File: config.mk
export PLATFORM = sky130hd
export DESIGN_NAME = byte_segment_reverse_rotate_core
export DESIGN_NICKNAME = d
export VERILOG_FILES = /design/src/sv/bsrr_pkg.sv /design/src/sv/bsrr_front.sv /design/src/sv/bsrr_back.sv /design/src/sv/byte_segment_reverse_rotate_core.sv
export SDC_FILE = /design/constraint.sdc
export NUM_CORES = 2
export LEC_CHECK = 0
export BUFFER_PORTS_ARGS = -buffer_cell sky130_fd_sc_hd__buf_4
export CAP_MARGIN = 20
export CORE_MARGIN = 3
export CORE_UTILIZATION = 24
export CTS_BUF_LIST = sky130_fd_sc_hd__clkbuf_2
export CTS_CLUSTER_SIZE = 14
export DETAILED_ROUTE_END_ITERATION = 6
export PLACE_DENSITY = 0.36
export SYNTH_ARGS = -nofsm -noshare
export SYNTH_HDL_FRONTEND = slang
export SYNTH_SLANG_ARGS = --single-unit
export TNS_END_PERCENT = 100
File: constraint.sdc
create_clock -name clock -period 11.7 [get_ports clock]
set_clock_uncertainty 0.15 [all_clocks]
set_input_delay 2.34 -clock clock [delete_from_list [all_inputs] [get_ports clock]]
set_output_delay 2.34 -clock clock [all_outputs]
set_load 0.01 [all_outputs]
File: src/sv/bsrr_pkg.sv
`timescale 1ns / 1ps

package bsrr_pkg;

   localparam int BufDepthDefault = 256;
   localparam int BufDepth = 256;

   typedef enum logic [1:0] {
      FUNC_WRITE   = 2'd0,
      FUNC_READ    = 2'd1,
      FUNC_REVERSE = 2'd2,
      FUNC_ROTATE  = 2'd3
   } func_type;

   // classified command handed from front to back
   typedef struct packed {
      func_type    func;
      logic [7:0]  byte_index;
      logic [7:0]  write_value;
      logic [8:0]  start;
      logic [8:0]  len;
      logic [15:0] amount;
   } cmd_type;

   typedef enum logic [3:0] {
      ST_IDLE,
      ST_MOD,
      ST_PLAN,
      ST_RD_A,
      ST_RD_B,
      ST_WR_A,
      ST_WR_B,
      ST_NEXT,
      ST_READ_WAIT,
      ST_RESULT
   } back_state_type;

endpackage

File: src/sv/bsrr_front.sv
`timescale 1ns / 1ps

module bsrr_front #(
   parameter int BUF_DEPTH = bsrr_pkg::BufDepthDefault
) (
   input  logic              clock,
   input  logic              reset,
   input  logic [8:0]        used_size,
   input  logic              in_valid,
   output logic              in_ready,
   input  logic [1:0]        func,
   input  logic [7:0]        byte_index,
   input  logic [7:0]        write_value,
   input  logic [15:0]       seg_start,
   input  logic [15:0]       seg_len,
   input  logic [15:0]       rotate_amount,
   output logic              cmd_valid,
   input  logic              cmd_ready,
   output bsrr_pkg::cmd_type cmd_data
);

   logic signed [17:0] size_s, start_s, end_s, len_s, st_a, en_a;
   logic              q_valid_ff, q_valid_in;
   bsrr_pkg::cmd_type q_ff, q_in, cls;

   // clamp start and length against the used size
   always_comb begin
      size_s = 18'(used_size);
      if (used_size == 9'd0) size_s = 18'sd1;
      else if (32'(used_size) > BUF_DEPTH) size_s = 18'(BUF_DEPTH);
      st_a = 18'(signed'(seg_start));
      en_a = 18'(signed'(seg_len));
      if (st_a < 0) begin
         start_s = size_s + st_a;
         if (start_s < 0) start_s = 18'sd0;
      end else if (st_a >= size_s) begin
         start_s = size_s - 18'sd1;
      end else begin
         start_s = st_a;
      end
      if (en_a <= 0) begin
         end_s = size_s + en_a;
         if (end_s < 0) end_s = 18'sd0;
      end else begin
         end_s = start_s + en_a;
         if (end_s > size_s) end_s = size_s;
      end
      len_s = end_s - start_s;
      if (len_s < 1) len_s = 18'sd0;
      cls.func        = bsrr_pkg::func_type'(func);
      cls.byte_index  = byte_index;
      cls.write_value = write_value;
      cls.start       = start_s[8:0];
      cls.len         = len_s[8:0];
      cls.amount      = rotate_amount;
   end

   // one-entry queue toward the back end
   assign in_ready = !q_valid_ff || cmd_ready;
   always_comb begin
      q_valid_in = q_valid_ff;
      q_in       = q_ff;
      if (cmd_ready) q_valid_in = 1'b0;
      if (in_valid && in_ready) begin
         q_valid_in = 1'b1;
         q_in       = cls;
      end
   end

   always_ff @(posedge clock) begin
      if (reset) q_valid_ff <= 1'b0;
      else       q_valid_ff <= q_valid_in;
      q_ff <= q_in;
   end

   assign cmd_valid = q_valid_ff;
   assign cmd_data  = q_ff;

   a_len_range: assert property (@(posedge clock) disable iff (reset)
      q_valid_ff |-> (10'(q_ff.start) + 10'(q_ff.len) <= 10'd256))
      else $error("clamped range exceeds buffer");

endmodule

File: src/sv/bsrr_back.sv
`timescale 1ns / 1ps

module bsrr_back #(
   parameter int BUF_DEPTH = bsrr_pkg::BufDepthDefault
) (
   input  logic              clock,
   input  logic              reset,
   input  logic              cmd_valid,
   output logic              cmd_ready,
   input  bsrr_pkg::cmd_type cmd_data,
   output logic              rsp_valid,
   input  logic              rsp_ready,
   output logic [7:0]        rsp_read_value,
   output logic [7:0]        rsp_start,
   output logic [8:0]        rsp_len
);

   localparam int AW = (BUF_DEPTH > 1) ? $clog2(BUF_DEPTH) : 1;

   logic [7:0] mem [BUF_DEPTH];
   logic [7:0] rd_data_ff;
   logic       mem_we;
   logic [AW-1:0] mem_wa, mem_ra;
   logic [7:0] mem_wd;

   bsrr_pkg::back_state_type state_ff, state_in;
   bsrr_pkg::cmd_type cmd_ff, cmd_in;
   logic [16:0] rem_ff, rem_in;      // magnitude remainder
   logic [4:0]  mbit_ff, mbit_in;
   logic [8:0]  sh_ff, sh_in;
   logic [1:0]  pass_ff, pass_in;
   logic [8:0]  lo_ff, lo_in, hi_ff, hi_in, cnt_ff, cnt_in;
   logic [7:0]  a_ff, a_in;
   logic [7:0]  rv_ff, rv_in;
   logic        rsp_valid_ff, rsp_valid_in;
   logic [7:0]  o_rv_ff, o_rv_in, o_st_ff, o_st_in;
   logic [8:0]  o_ln_ff, o_ln_in;
   logic [25:0] dsub;
   logic        idx_ok;

   assign idx_ok = 32'(cmd_ff.byte_index) < BUF_DEPTH;

   // byte store: one write and one registered read per cycle
   always_ff @(posedge clock) begin
      if (mem_we) mem[mem_wa] <= mem_wd;
      rd_data_ff <= mem[mem_ra];
   end

   // length shifted to the current quotient bit, kept at full width
   assign dsub = 26'(cmd_ff.len) << (5'd16 - mbit_ff);

   always_comb begin
      state_in = state_ff; cmd_in = cmd_ff; rem_in = rem_ff; mbit_in = mbit_ff;
      sh_in = sh_ff; pass_in = pass_ff; lo_in = lo_ff; hi_in = hi_ff;
      cnt_in = cnt_ff; a_in = a_ff; rv_in = rv_ff;
      rsp_valid_in = rsp_valid_ff; o_rv_in = o_rv_ff; o_st_in = o_st_ff;
      o_ln_in = o_ln_ff;
      mem_we = 1'b0; mem_wa = '0; mem_wd = '0; mem_ra = '0;
      cmd_ready = 1'b0;
      if (rsp_valid_ff && rsp_ready) rsp_valid_in = 1'b0;
      case (state_ff)
         bsrr_pkg::ST_IDLE: begin
            cmd_ready = 1'b1;
            if (cmd_valid) begin
               cmd_in = cmd_data;
               rv_in  = 8'd0;
               case (cmd_data.func)
                  bsrr_pkg::FUNC_WRITE: begin
                     mem_we   = 32'(cmd_data.byte_index) < BUF_DEPTH;
                     mem_wa   = AW'(cmd_data.byte_index);
                     mem_wd   = cmd_data.write_value;
                     state_in = bsrr_pkg::ST_RESULT;
                  end
                  bsrr_pkg::FUNC_READ: begin
                     mem_ra   = AW'(cmd_data.byte_index);
                     state_in = bsrr_pkg::ST_READ_WAIT;
                  end
                  bsrr_pkg::FUNC_REVERSE: begin
                     sh_in = 9'd0; pass_in = 2'd2;
                     state_in = bsrr_pkg::ST_PLAN;
                  end
                  default: begin
                     // modulo magnitude by restoring division, MSB first
                     rem_in  = {1'b0, cmd_data.amount[15] ? -cmd_data.amount
                                                          : cmd_data.amount};
                     mbit_in = 5'd0;
                     sh_in   = 9'd0;
                     pass_in = 2'd0;
                     state_in = (cmd_data.len == 9'd0) ? bsrr_pkg::ST_RESULT
                                                        : bsrr_pkg::ST_MOD;
                  end
               endcase
            end
         end
         bsrr_pkg::ST_MOD: begin
            // subtract len shifted; reduce by len<<k for k=16..0
            mbit_in = mbit_ff + 5'd1;
            if ({9'd0, rem_ff} >= dsub)
               rem_in = rem_ff - dsub[16:0];
            if (mbit_ff == 5'd16) begin
               state_in = bsrr_pkg::ST_PLAN;
            end
         end
         bsrr_pkg::ST_PLAN: begin
            // on first rotate entry set the shift, else pick the span for the current pass
            if (pass_ff == 2'd0 && cmd_ff.func == bsrr_pkg::FUNC_ROTATE
                && sh_ff == 9'd0 && mbit_ff == 5'd17) begin
               sh_in = (cmd_ff.amount[15] && rem_ff != 17'd0)
                       ? cmd_ff.len - rem_ff[8:0] : rem_ff[8:0];
               mbit_in = 5'd0;
            end else begin
               case (pass_ff)
                  2'd0: begin lo_in = cmd_ff.start; cnt_in = sh_ff; end
                  2'd1: begin
                     lo_in = cmd_ff.start + sh_ff; cnt_in = cmd_ff.len - sh_ff;
                  end
                  default: begin lo_in = cmd_ff.start; cnt_in = cmd_ff.len; end
               endcase
               hi_in = ((pass_ff == 2'd0) ? cmd_ff.start + sh_ff
                       : (pass_ff == 2'd1) ? cmd_ff.start + cmd_ff.len
                       : cmd_ff.start + cmd_ff.len) - 9'd1;
               state_in = bsrr_pkg::ST_NEXT;
            end
         end
         bsrr_pkg::ST_NEXT: begin
            if (lo_ff < hi_ff && cnt_ff > 9'd1) begin
               mem_ra   = AW'(lo_ff);
               state_in = bsrr_pkg::ST_RD_A;
            end else if (pass_ff == 2'd2) begin
               state_in = bsrr_pkg::ST_RESULT;
            end else begin
               pass_in  = pass_ff + 2'd1;
               state_in = bsrr_pkg::ST_PLAN;
            end
         end
         bsrr_pkg::ST_RD_A: begin
            // save the low byte, fetch the high byte
            a_in     = rd_data_ff;
            mem_ra   = AW'(hi_ff);
            state_in = bsrr_pkg::ST_RD_B;
         end
         bsrr_pkg::ST_RD_B: begin
            // hold the high byte on the read port
            mem_ra   = AW'(hi_ff);
            state_in = bsrr_pkg::ST_WR_A;
         end
         bsrr_pkg::ST_WR_A: begin
            // swap: high byte into low slot, saved low byte into high slot
            mem_we = 1'b1; mem_wa = AW'(lo_ff); mem_wd = rd_data_ff;
            state_in = bsrr_pkg::ST_WR_B;
         end
         bsrr_pkg::ST_WR_B: begin
            mem_we = 1'b1; mem_wa = AW'(hi_ff); mem_wd = a_ff;
            lo_in = lo_ff + 9'd1; hi_in = hi_ff - 9'd1;
            state_in = bsrr_pkg::ST_NEXT;
         end
         bsrr_pkg::ST_READ_WAIT: begin
            // capture the read byte
            rv_in    = rd_data_ff;
            state_in = bsrr_pkg::ST_RESULT;
         end
         bsrr_pkg::ST_RESULT: begin
            if (!rsp_valid_ff || rsp_ready) begin
               rsp_valid_in = 1'b1;
               o_rv_in = (cmd_ff.func == bsrr_pkg::FUNC_READ && idx_ok)
                         ? rv_ff : 8'd0;
               o_st_in = cmd_ff.start[7:0];
               o_ln_in = cmd_ff.len;
               state_in = bsrr_pkg::ST_IDLE;
            end
         end
         default: state_in = bsrr_pkg::ST_IDLE;
      endcase
   end

   always_ff @(posedge clock) begin
      if (reset) begin
         state_ff     <= bsrr_pkg::ST_IDLE;
         rsp_valid_ff <= 1'b0;
      end else begin
         state_ff     <= state_in;
         rsp_valid_ff <= rsp_valid_in;
      end
      cmd_ff <= cmd_in; rem_ff <= rem_in; mbit_ff <= mbit_in; sh_ff <= sh_in;
      pass_ff <= pass_in; lo_ff <= lo_in; hi_ff <= hi_in; cnt_ff <= cnt_in;
      a_ff <= a_in; rv_ff <= rv_in; o_rv_ff <= o_rv_in; o_st_ff <= o_st_in;
      o_ln_ff <= o_ln_in;
   end

   assign rsp_valid      = rsp_valid_ff;
   assign rsp_read_value = o_rv_ff;
   assign rsp_start      = o_st_ff;
   assign rsp_len        = o_ln_ff;

   a_rem_lt_len: assert property (@(posedge clock) disable iff (reset)
      (state_ff == bsrr_pkg::ST_PLAN && mbit_ff == 5'd17) |->
      (rem_ff < 17'(cmd_ff.len)))
      else $error("modulo remainder not reduced");
   a_swap_order: assert property (@(posedge clock) disable iff (reset)
      (state_ff == bsrr_pkg::ST_WR_B) |-> (lo_ff < hi_ff))
      else $error("swap pointers crossed");
   a_accept_idle: assert property (@(posedge clock) disable iff (reset)
      cmd_ready |-> (state_ff == bsrr_pkg::ST_IDLE))
      else $error("command taken while busy");

endmodule

File: src/sv/byte_segment_reverse_rotate_core.sv
`timescale 1ns / 1ps
// channel | dir | beat contents
// req     | in  | tdata: func, byte_index, write_value, seg_start, seg_len, rotate_amount
// rsp     | out | tdata: read_value, clamped_start, clamped_len
// csr     | in  | used_size
// A write answers through the result state, a read through read-wait and result;
// a reverse swaps pairs, each pair through next, read, read, write, write states;
// rotate first runs the bit-serial modulo, then three reversal passes
// with about len pairs of swaps in all on the one-write, one-read store.
// Reset is synchronous; the byte store is not cleared. The front queue takes
// the next command while the back end works or a result waits on rsp_tready.
module byte_segment_reverse_rotate_core #(
   parameter int BUF_DEPTH = bsrr_pkg::BufDepthDefault
) (
   input  logic        clock,
   input  logic        reset,
   input  logic        req_tvalid,
   output logic        req_tready,
   // func[1:0], byte_index[9:2], write_value[17:10], seg_start[33:18],
   // seg_len[49:34], rotate_amount[65:50], zero fill
   input  logic [71:0] req_tdata,
   output logic        rsp_tvalid,
   input  logic        rsp_tready,
   // read_value[7:0], clamped_start[15:8], clamped_len[24:16], zero fill
   output logic [31:0] rsp_tdata,
   input  logic        csr_valid,
   output logic        csr_ready,
   input  logic [8:0]  csr_data
);

   logic [8:0] used_size_ff;
   logic       cmd_valid, cmd_ready;
   bsrr_pkg::cmd_type cmd_data;
   logic [7:0] rv, st;
   logic [8:0] ln;

   // configuration register
   assign csr_ready = 1'b1;
   always_ff @(posedge clock) begin
      if (reset) used_size_ff <= 9'd256;
      else if (csr_valid) used_size_ff <= csr_data;
   end

   bsrr_front #(.BUF_DEPTH(BUF_DEPTH)) u_front (
      .clock, .reset, .used_size(used_size_ff),
      .in_valid(req_tvalid), .in_ready(req_tready),
      .func(req_tdata[1:0]), .byte_index(req_tdata[9:2]),
      .write_value(req_tdata[17:10]), .seg_start(req_tdata[33:18]),
      .seg_len(req_tdata[49:34]), .rotate_amount(req_tdata[65:50]),
      .cmd_valid, .cmd_ready, .cmd_data
   );

   bsrr_back #(.BUF_DEPTH(BUF_DEPTH)) u_back (
      .clock, .reset, .cmd_valid, .cmd_ready, .cmd_data,
      .rsp_valid(rsp_tvalid), .rsp_ready(rsp_tready),
      .rsp_read_value(rv), .rsp_start(st), .rsp_len(ln)
   );

   assign rsp_tdata = {7'd0, ln, st, rv};

endmodule

# After elaboration in Yosys (flattened, before gate mapping)
# Memories as Yosys holds them, arrays and structs flattened. A register that Yosys moved wholly into a read port is not among the register bits.
# Cells that the tools add are included.
# word_totals
register_bits	204
ram_bits	2048
inputBits	86
out_inout_bits	35
wordCells	189
mem_count	1
# mem_list
memory	depth	width	read_ports	rd_ports_with_merged_regs	write_ports	line	text
u_back.mem	256	8	1	1	1	bsrr_back.sv:20	logic [7:0] mem [BUF_DEPTH];
# classes
addsub	17
n_lt_le_gt_ge	11
eq_ne	27
shifts	1
n_mux	66
bitwise	1
reduce_logical	39
# op_table
operator	count
$mux W18	7
$mux W9	9
$pmux W8 S3	3
$pmux W9 S2	4
$mux W8	8
$add A18 B16 Y18	3
$mux W17	3
$pmux W4 S10	1
$lt A18 B1 Y1 const B	2
$pmux W17 S2	1
$mux W4	7
$logic_not A9 Y1	3
$ge A17 B26 Y1	1
$shl A9 B5 Y26	1
$add A9 B9 Y9	2
$ge A16 B18 Y1	1
$gt A18 B18 Y1	1
$lt A18 B2 Y1 const B	1
$sub A18 B18 Y18	1
$sub A18 B2 Y18 const B	1
$sub A9 B1 Y9 const B	2
$sub A9 B9 Y9	2
$reduce_bool A17 Y1	1
$sub A17 B17 Y17	1
41 further kinds	96

# Longest topological paths before layout
# depth
depth_word	13
depth_mapped	53
mapped_depth_nobuf	50

# Hierarchy
# A second synthesis with hierarchy kept.
# unflattened
cells_unflattened	7741
area_unflattened_um2	96433.7
# by_module_without_submodules
module	instances	cells_each	area_per_inst_um2	seq_area_each_um2
bsrr_back	1	7167	90944.7	65392.7
bsrr_front	1	535	5097.4	1581.5
byte_segment_reverse_rotate_core	1	39	391.6	180.2

# Worst setup path after synthesis
# OpenSTA, ideal clock, no wires.
# synth_path
kind	input to register
start	input port req_tdata[18]
end	register u_front.q_ff (netlist bit u_front.cmd_data[24]), data pin
setup_time_ns	0.265
arrival_ns	10.605
t_required_ns	11.285
slack_ns	0.680
stages	47
path_buffers	3
cell_sequence	inv_1 ha_1 nand2b_1 a21o_1 a21o_1 a21o_1 a21o_1 a21oi_1 o21bai_1 a21oi_1 o211ai_1 clkbuf_1 mux2i_1 o22ai_1 ha_1 fa_1 nand3_1 a21boi_0 [11 not listed] buf_2 nor3_1 a221oi_1 ha_1 inv_1 fa_1 a21o_1 a21oi_1 o21ai_0 a21oi_1 o21bai_1 a41oi_1 nor2b_1 mux2i_1 nor4_1 a31o_2 clkbuf_1 nor2_1
# synth_via
elab_chain_len	10
word_cells_on_any_way	13
classes_between	add/sub (3); order compare (5); mux (5)
# synth_lines
element	line	text
start: declaration	byte_segment_reverse_rotate_core.sv:21	input logic [71:0] req_tdata,
$add A18 B16 Y18	bsrr_front.sv:34	start_s = size_s + st_a;
$lt A18 B1 Y1	bsrr_front.sv:35	if (start_s < 0) start_s = 18'sd0;
$mux W18	bsrr_front.sv:35	
$mux W18 (*)	bsrr_front.sv:33	if (st_a < 0) begin
named net u_front.start_s[0]	bsrr_front.sv:22	logic signed [17:0] size_s, start_s, end_s, len_s, st_a, en_a;
$add A18 B16 Y18	bsrr_front.sv:45	end_s = start_s + en_a;
$gt A18 B18 Y1	bsrr_front.sv:46	if (end_s > size_s) end_s = size_s;
$mux W18	bsrr_front.sv:46	
$mux W18	bsrr_front.sv:41	if (en_a <= 0) begin
$sub A18 B18 Y18 (*)	bsrr_front.sv:48	len_s = end_s - start_s;
$lt A18 B2 Y1	bsrr_front.sv:49	if (len_s < 1) len_s = 18'sd0;
end signal: assignment	bsrr_front.sv:73	q_ff <= q_in;
end: declaration	bsrr_front.sv:24	bsrr_pkg::cmd_type q_ff, q_in, cls;
# The timed path passes the listed nets; every way through them passes the cells marked *.
# A chain may end at the register's enable or synchronous reset.

# Worst setup path in the final report
# layout_path
start	register used_size_ff[1]
end	register u_front.q_ff (netlist bit u_front.cmd_data[24]), data pin
# layout_via
elab_chain_len	13
word_cells_on_any_way	20
classes_between	add/sub (5); order compare (6); mux (8); reduce/logical (1)
# layout_lines
element	line	text
start: declaration	byte_segment_reverse_rotate_core.sv:31	logic [8:0] used_size_ff;
start signal: assignment	byte_segment_reverse_rotate_core.sv:41	else if (csr_valid) used_size_ff <= csr_data;
$gt A9 B9 Y1	bsrr_front.sv:30	else if (32'(used_size) > BUF_DEPTH) size_s = 18'(BUF_DEPTH);
$mux W9	bsrr_front.sv:30	
$mux W18 (*)	bsrr_front.sv:29	if (used_size == 9'd0) size_s = 18'sd1;
$add A18 B16 Y18	bsrr_front.sv:34	
$lt A18 B1 Y1	bsrr_front.sv:35	
$mux W18	bsrr_front.sv:35	
$mux W18 (*)	bsrr_front.sv:33	
named net u_front.start_s[0]	bsrr_front.sv:22	
$add A18 B16 Y18	bsrr_front.sv:45	
$gt A18 B18 Y1	bsrr_front.sv:46	
$mux W18	bsrr_front.sv:46	
$mux W18	bsrr_front.sv:41	
$sub A18 B18 Y18 (*)	bsrr_front.sv:48	
$lt A18 B2 Y1	bsrr_front.sv:49	
# Marked as above.

==> results.sh <==
export IMPL_wl_met1_um=167000
export IMPL_hp_class="register to register"
export IMPL_crit_path_end="u_front.cmd_data[24]"
export IMPL_cp_num_buf_inv=1
export IMPL_startpoint="used_size_ff[1]"
export IMPL_gr_total_overflow=0
export IMPL_grt_total_usage=0.175
export IMPL_area_delta_synth_final_pct=13.7
export IMPL_io_pin_count=121
export IMPL_p_int_uw=12500
export IMPL_crit_cells=50
export IMPL_cp_max_fo=9
export IMPL_grt_first_pass_wirelength_um=523000
export IMPL_io_buffer_count=106
export IMPL_core_area_um2=403000
export IMPL_place_hpwl_um=223000
export IMPL_worst_setup_path_type="register to register"
export IMPL_max_vdd_ir_drop_mv=0.0814
export IMPL_die_area_um2=413000
export IMPL_ys_top_cells_by_count="edfxtp_1, nand2_1, nand3_1"
export IMPL_p_sw_frac=0.341
export IMPL_clock_path_buffers=4
export IMPL_avgViaCountPerCell=4.75
export IMPL_setup_viol=0
export IMPL_p_leak_uw=0.0397
export IMPL_crit_family="compound AO/OA/AOI/OAI gates"
export IMPL_period_needed_ns=10.69
export IMPL_slew_headroom=0.145
export IMPL_wl_met3_um=21700
export IMPL_drt_antenna_violating_nets=0
export IMPL_cts_root_buf="clkbuf_2"
export IMPL_rsz0062_at_grt="false"
export IMPL_ys_flop_type="edfxtp_1"
export IMPL_htreeDepth=6
export IMPL_top_layer_used="met5"
export IMPL_fmax_mhz=93.6
export IMPL_chipWidth_um=643
export IMPL_cap_violations=0
export IMPL_cts_tree="yes"
export IMPL_slew_viol_final=0
export IMPL_routed_wl_um=374000
export IMPL_start_kind="register"
export IMPL_wl_met2_um=175000
export IMPL_nNetsFinal=8497
export IMPL_die_h_um=643
export IMPL_slowest_delay_ns=0.45
export IMPL_cts_setup_buffers=0
export IMPL_holdWs_ns=0.268
export IMPL_syn_area_per_cell_um2=12.6
export IMPL_synth_most_common_cell="edfxtp_1"
export IMPL_status="finished clean"
export IMPL_synth_cells=7752
export IMPL_synth_edf_count=2221
export IMPL_synth_top_area_cell="edfxtp_1"
export IMPL_ys_ff_latch=2244
export IMPL_rrSetupSlack_ns=1.01
export IMPL_drtIter0Drc=6007
export IMPL_ys_types=97
export IMPL_antenna_found_initial=51
export IMPL_p_sw_uw=6480
export IMPL_power_frac_comb=0.207
export IMPL_crit_top_cell="a21o_1"
export IMPL_worstPathArrival_ns=12.21
export IMPL_dr_pass1_iters=6
export IMPL_rows=233
export IMPL_min_from="u_front.cmd_data[26]"
export IMPL_clockPowerShare=0.308
export IMPL_drcViolationCount=0
export IMPL_cp_slowest_cell="fa_1"
export IMPL_grt_max_degree=175
export IMPL_power_density_nw_per_um2=172
export IMPL_synth_top_area_frac=0.685
export IMPL_initial_utilization=0.241
export IMPL_required_ns=13.22
export IMPL_routabilityCongestion=0.806
export IMPL_power_share_sequential=0.485
export IMPL_hold_violations=0
export IMPL_synth_async_reset_ratio=0
export IMPL_drive_gt1_frac=0.158
export IMPL_cts_sinks=2244
export IMPL_wl_per_cell_um=26.5
export IMPL_fin_util=0.274
export IMPL_clk_pin_slew_worst_paths_ns=0.09
export IMPL_timing_final_crit_share=0.914
export IMPL_ys_seq_area_frac=0.690
export IMPL_worst_pin_slew_ns=1.28
export IMPL_numCtsBuffers=631
export IMPL_vias=67100
export IMPL_ys_top_cells_by_area="edfxtp_1, nand2_1, nand3_1"
export IMPL_setup_worst_path_end_class="register"
export IMPL_r2r_start="used_size_ff[1]"
export IMPL_synthesis_area_um2=97400
export IMPL_ys_warn_count=0
export IMPL_reg2reg_depth=50
export IMPL_clk_latency_ns=2.18
export IMPL_r2r_end="u_front.cmd_data[24]"
export IMPL_grt_pass1_vias=66700
cells by family (layout without fill, tap and decap cells):
group           Yosys count  in the layout  synth area share
flops                  2244           2244             0.690
buf+inv                 610           1530            0.0288
mux                     269            269            0.0278
other cells               2             31         0.0000771
xor+xnor                111            111           0.00998
compound gates          991            991            0.0734
simple gates           3368           3368             0.149
fa+ha+maj               157            157            0.0209
worst min-delay path by stage:
stage                                 to  slack (ns)  cells past startpoint
floorplan              u_back.cmd_ff[25]        0.25                      0
global placement       u_back.cmd_ff[28]        0.26                      0
detailed placement     u_back.cmd_ff[27]        0.26                      0
CTS                      used_size_ff[0]      0.0005                      3
global route        u_front.cmd_data[40]        0.09                      1
finish                 u_back.cmd_ff[26]        0.27                      0
placed cells by master, fill, tap and decap left out, types with 20 or more instances in the layout:
cell / count
edfxtp_1: 2221
nand3_1: 746
buf_12: 20
nand2_1: 1810
nor2b_1: 23
nor4_1: 30
o21ai_0: 102
o22ai_1: 45
nand4_1: 92
clkinv_1: 105
a22oi_1: 25
nand2b_1: 20
xor2_1: 39
and2_1: 25
and3_1: 80
o211ai_1: 28
nor3_1: 40
xnor2_1: 72
a32oi_1: 40
dlygate4sd3_1: 27
a31oi_1: 72
a21o_1: 43
a211oi_1: 21
a2111oi_0: 30
o2111ai_1: 21
nor2_1: 416
o21bai_1: 27
buf_4: 278
mux2i_1: 259
a221oi_1: 31
a21oi_1: 207
a311oi_1: 99
inv_1: 124
dfxtp_1: 23
ha_1: 148
clkbuf_2: 901
what timing repair did:
action,in CTS,in global routing
endpoints found under the setup margin,0,9
endpoints found under the hold margin,27,0
hold buffers,27,0
resized for setup,0,2
stage by stage:
stage | cells | power [uW] | area, um2 | worst slack, ns | setup TNS, ns
2_1_floorplan | 7766 | 11600 | 97400 | 0.680 | 0
3_3_place_gp | 13000 | 13400 | 105000 | -0.295 | -2.53
5_1_grt | 14100 | 20000 | 111000 | 0.0829 | 0
3_5_place_dp | 13000 | 13400 | 105000 | -0.146 | -1.17
4_1_cts | 14100 | 19300 | 111000 | 0.689 | 0
6_report | 14100 | 19000 | 111000 | 1.01 | 0
area by class of cell:
class,instances,area [um2]
fill,42200,293000
clock inverter,164,1090
multi-input combinational,4912,27800
timing repair buffer,332,2830
inverter,133,559
clock buffer,901,4510
antenna,15,37.5
tap,5405,6760
sequential,2244,67200
power groups by stage:
stage / combinational (uW) / clock [uW] / sequential (uW)
after global placement: 3940 / 0 / 9410
after global routing: 4250 / 6530 / 9240
after floorplan: 2270 / 0 / 9330
final: 3930 / 5860 / 9220
after CTS: 3980 / 6130 / 9220
after detailed placement: 3950 / 0 / 9410
sequential cells by signal (all words and copies together) (netlist names):
name and flops:
u_back.a_ff 8, u_back.cmd_ff 21, u_back.cnt_ff 8, u_back.hi_ff 9
u_back.lo_ff 9, u_back.mbit_ff 5, u_back.mem 2048, u_back.pass_ff 2
u_back.rd_data_ff 8, u_back.rem_ff 17, u_back.rsp_len 9, u_back.rsp_read_value 8
u_back.rsp_start 8, u_back.rsp_valid 1, u_back.rv_ff 8, u_back.sh_ff 9
u_back.state_ff 4, u_front.cmd_data 52, u_front.cmd_valid 1, used_size_ff 9
metal layers:
layer  vias up  GRT usage
met5         -          0
li1      30100          -
met4        22     0.0488
met2      2183      0.285
met3       570     0.0312
met1     34200      0.238
No activity file was read; power rests on OpenSTA's default activity.
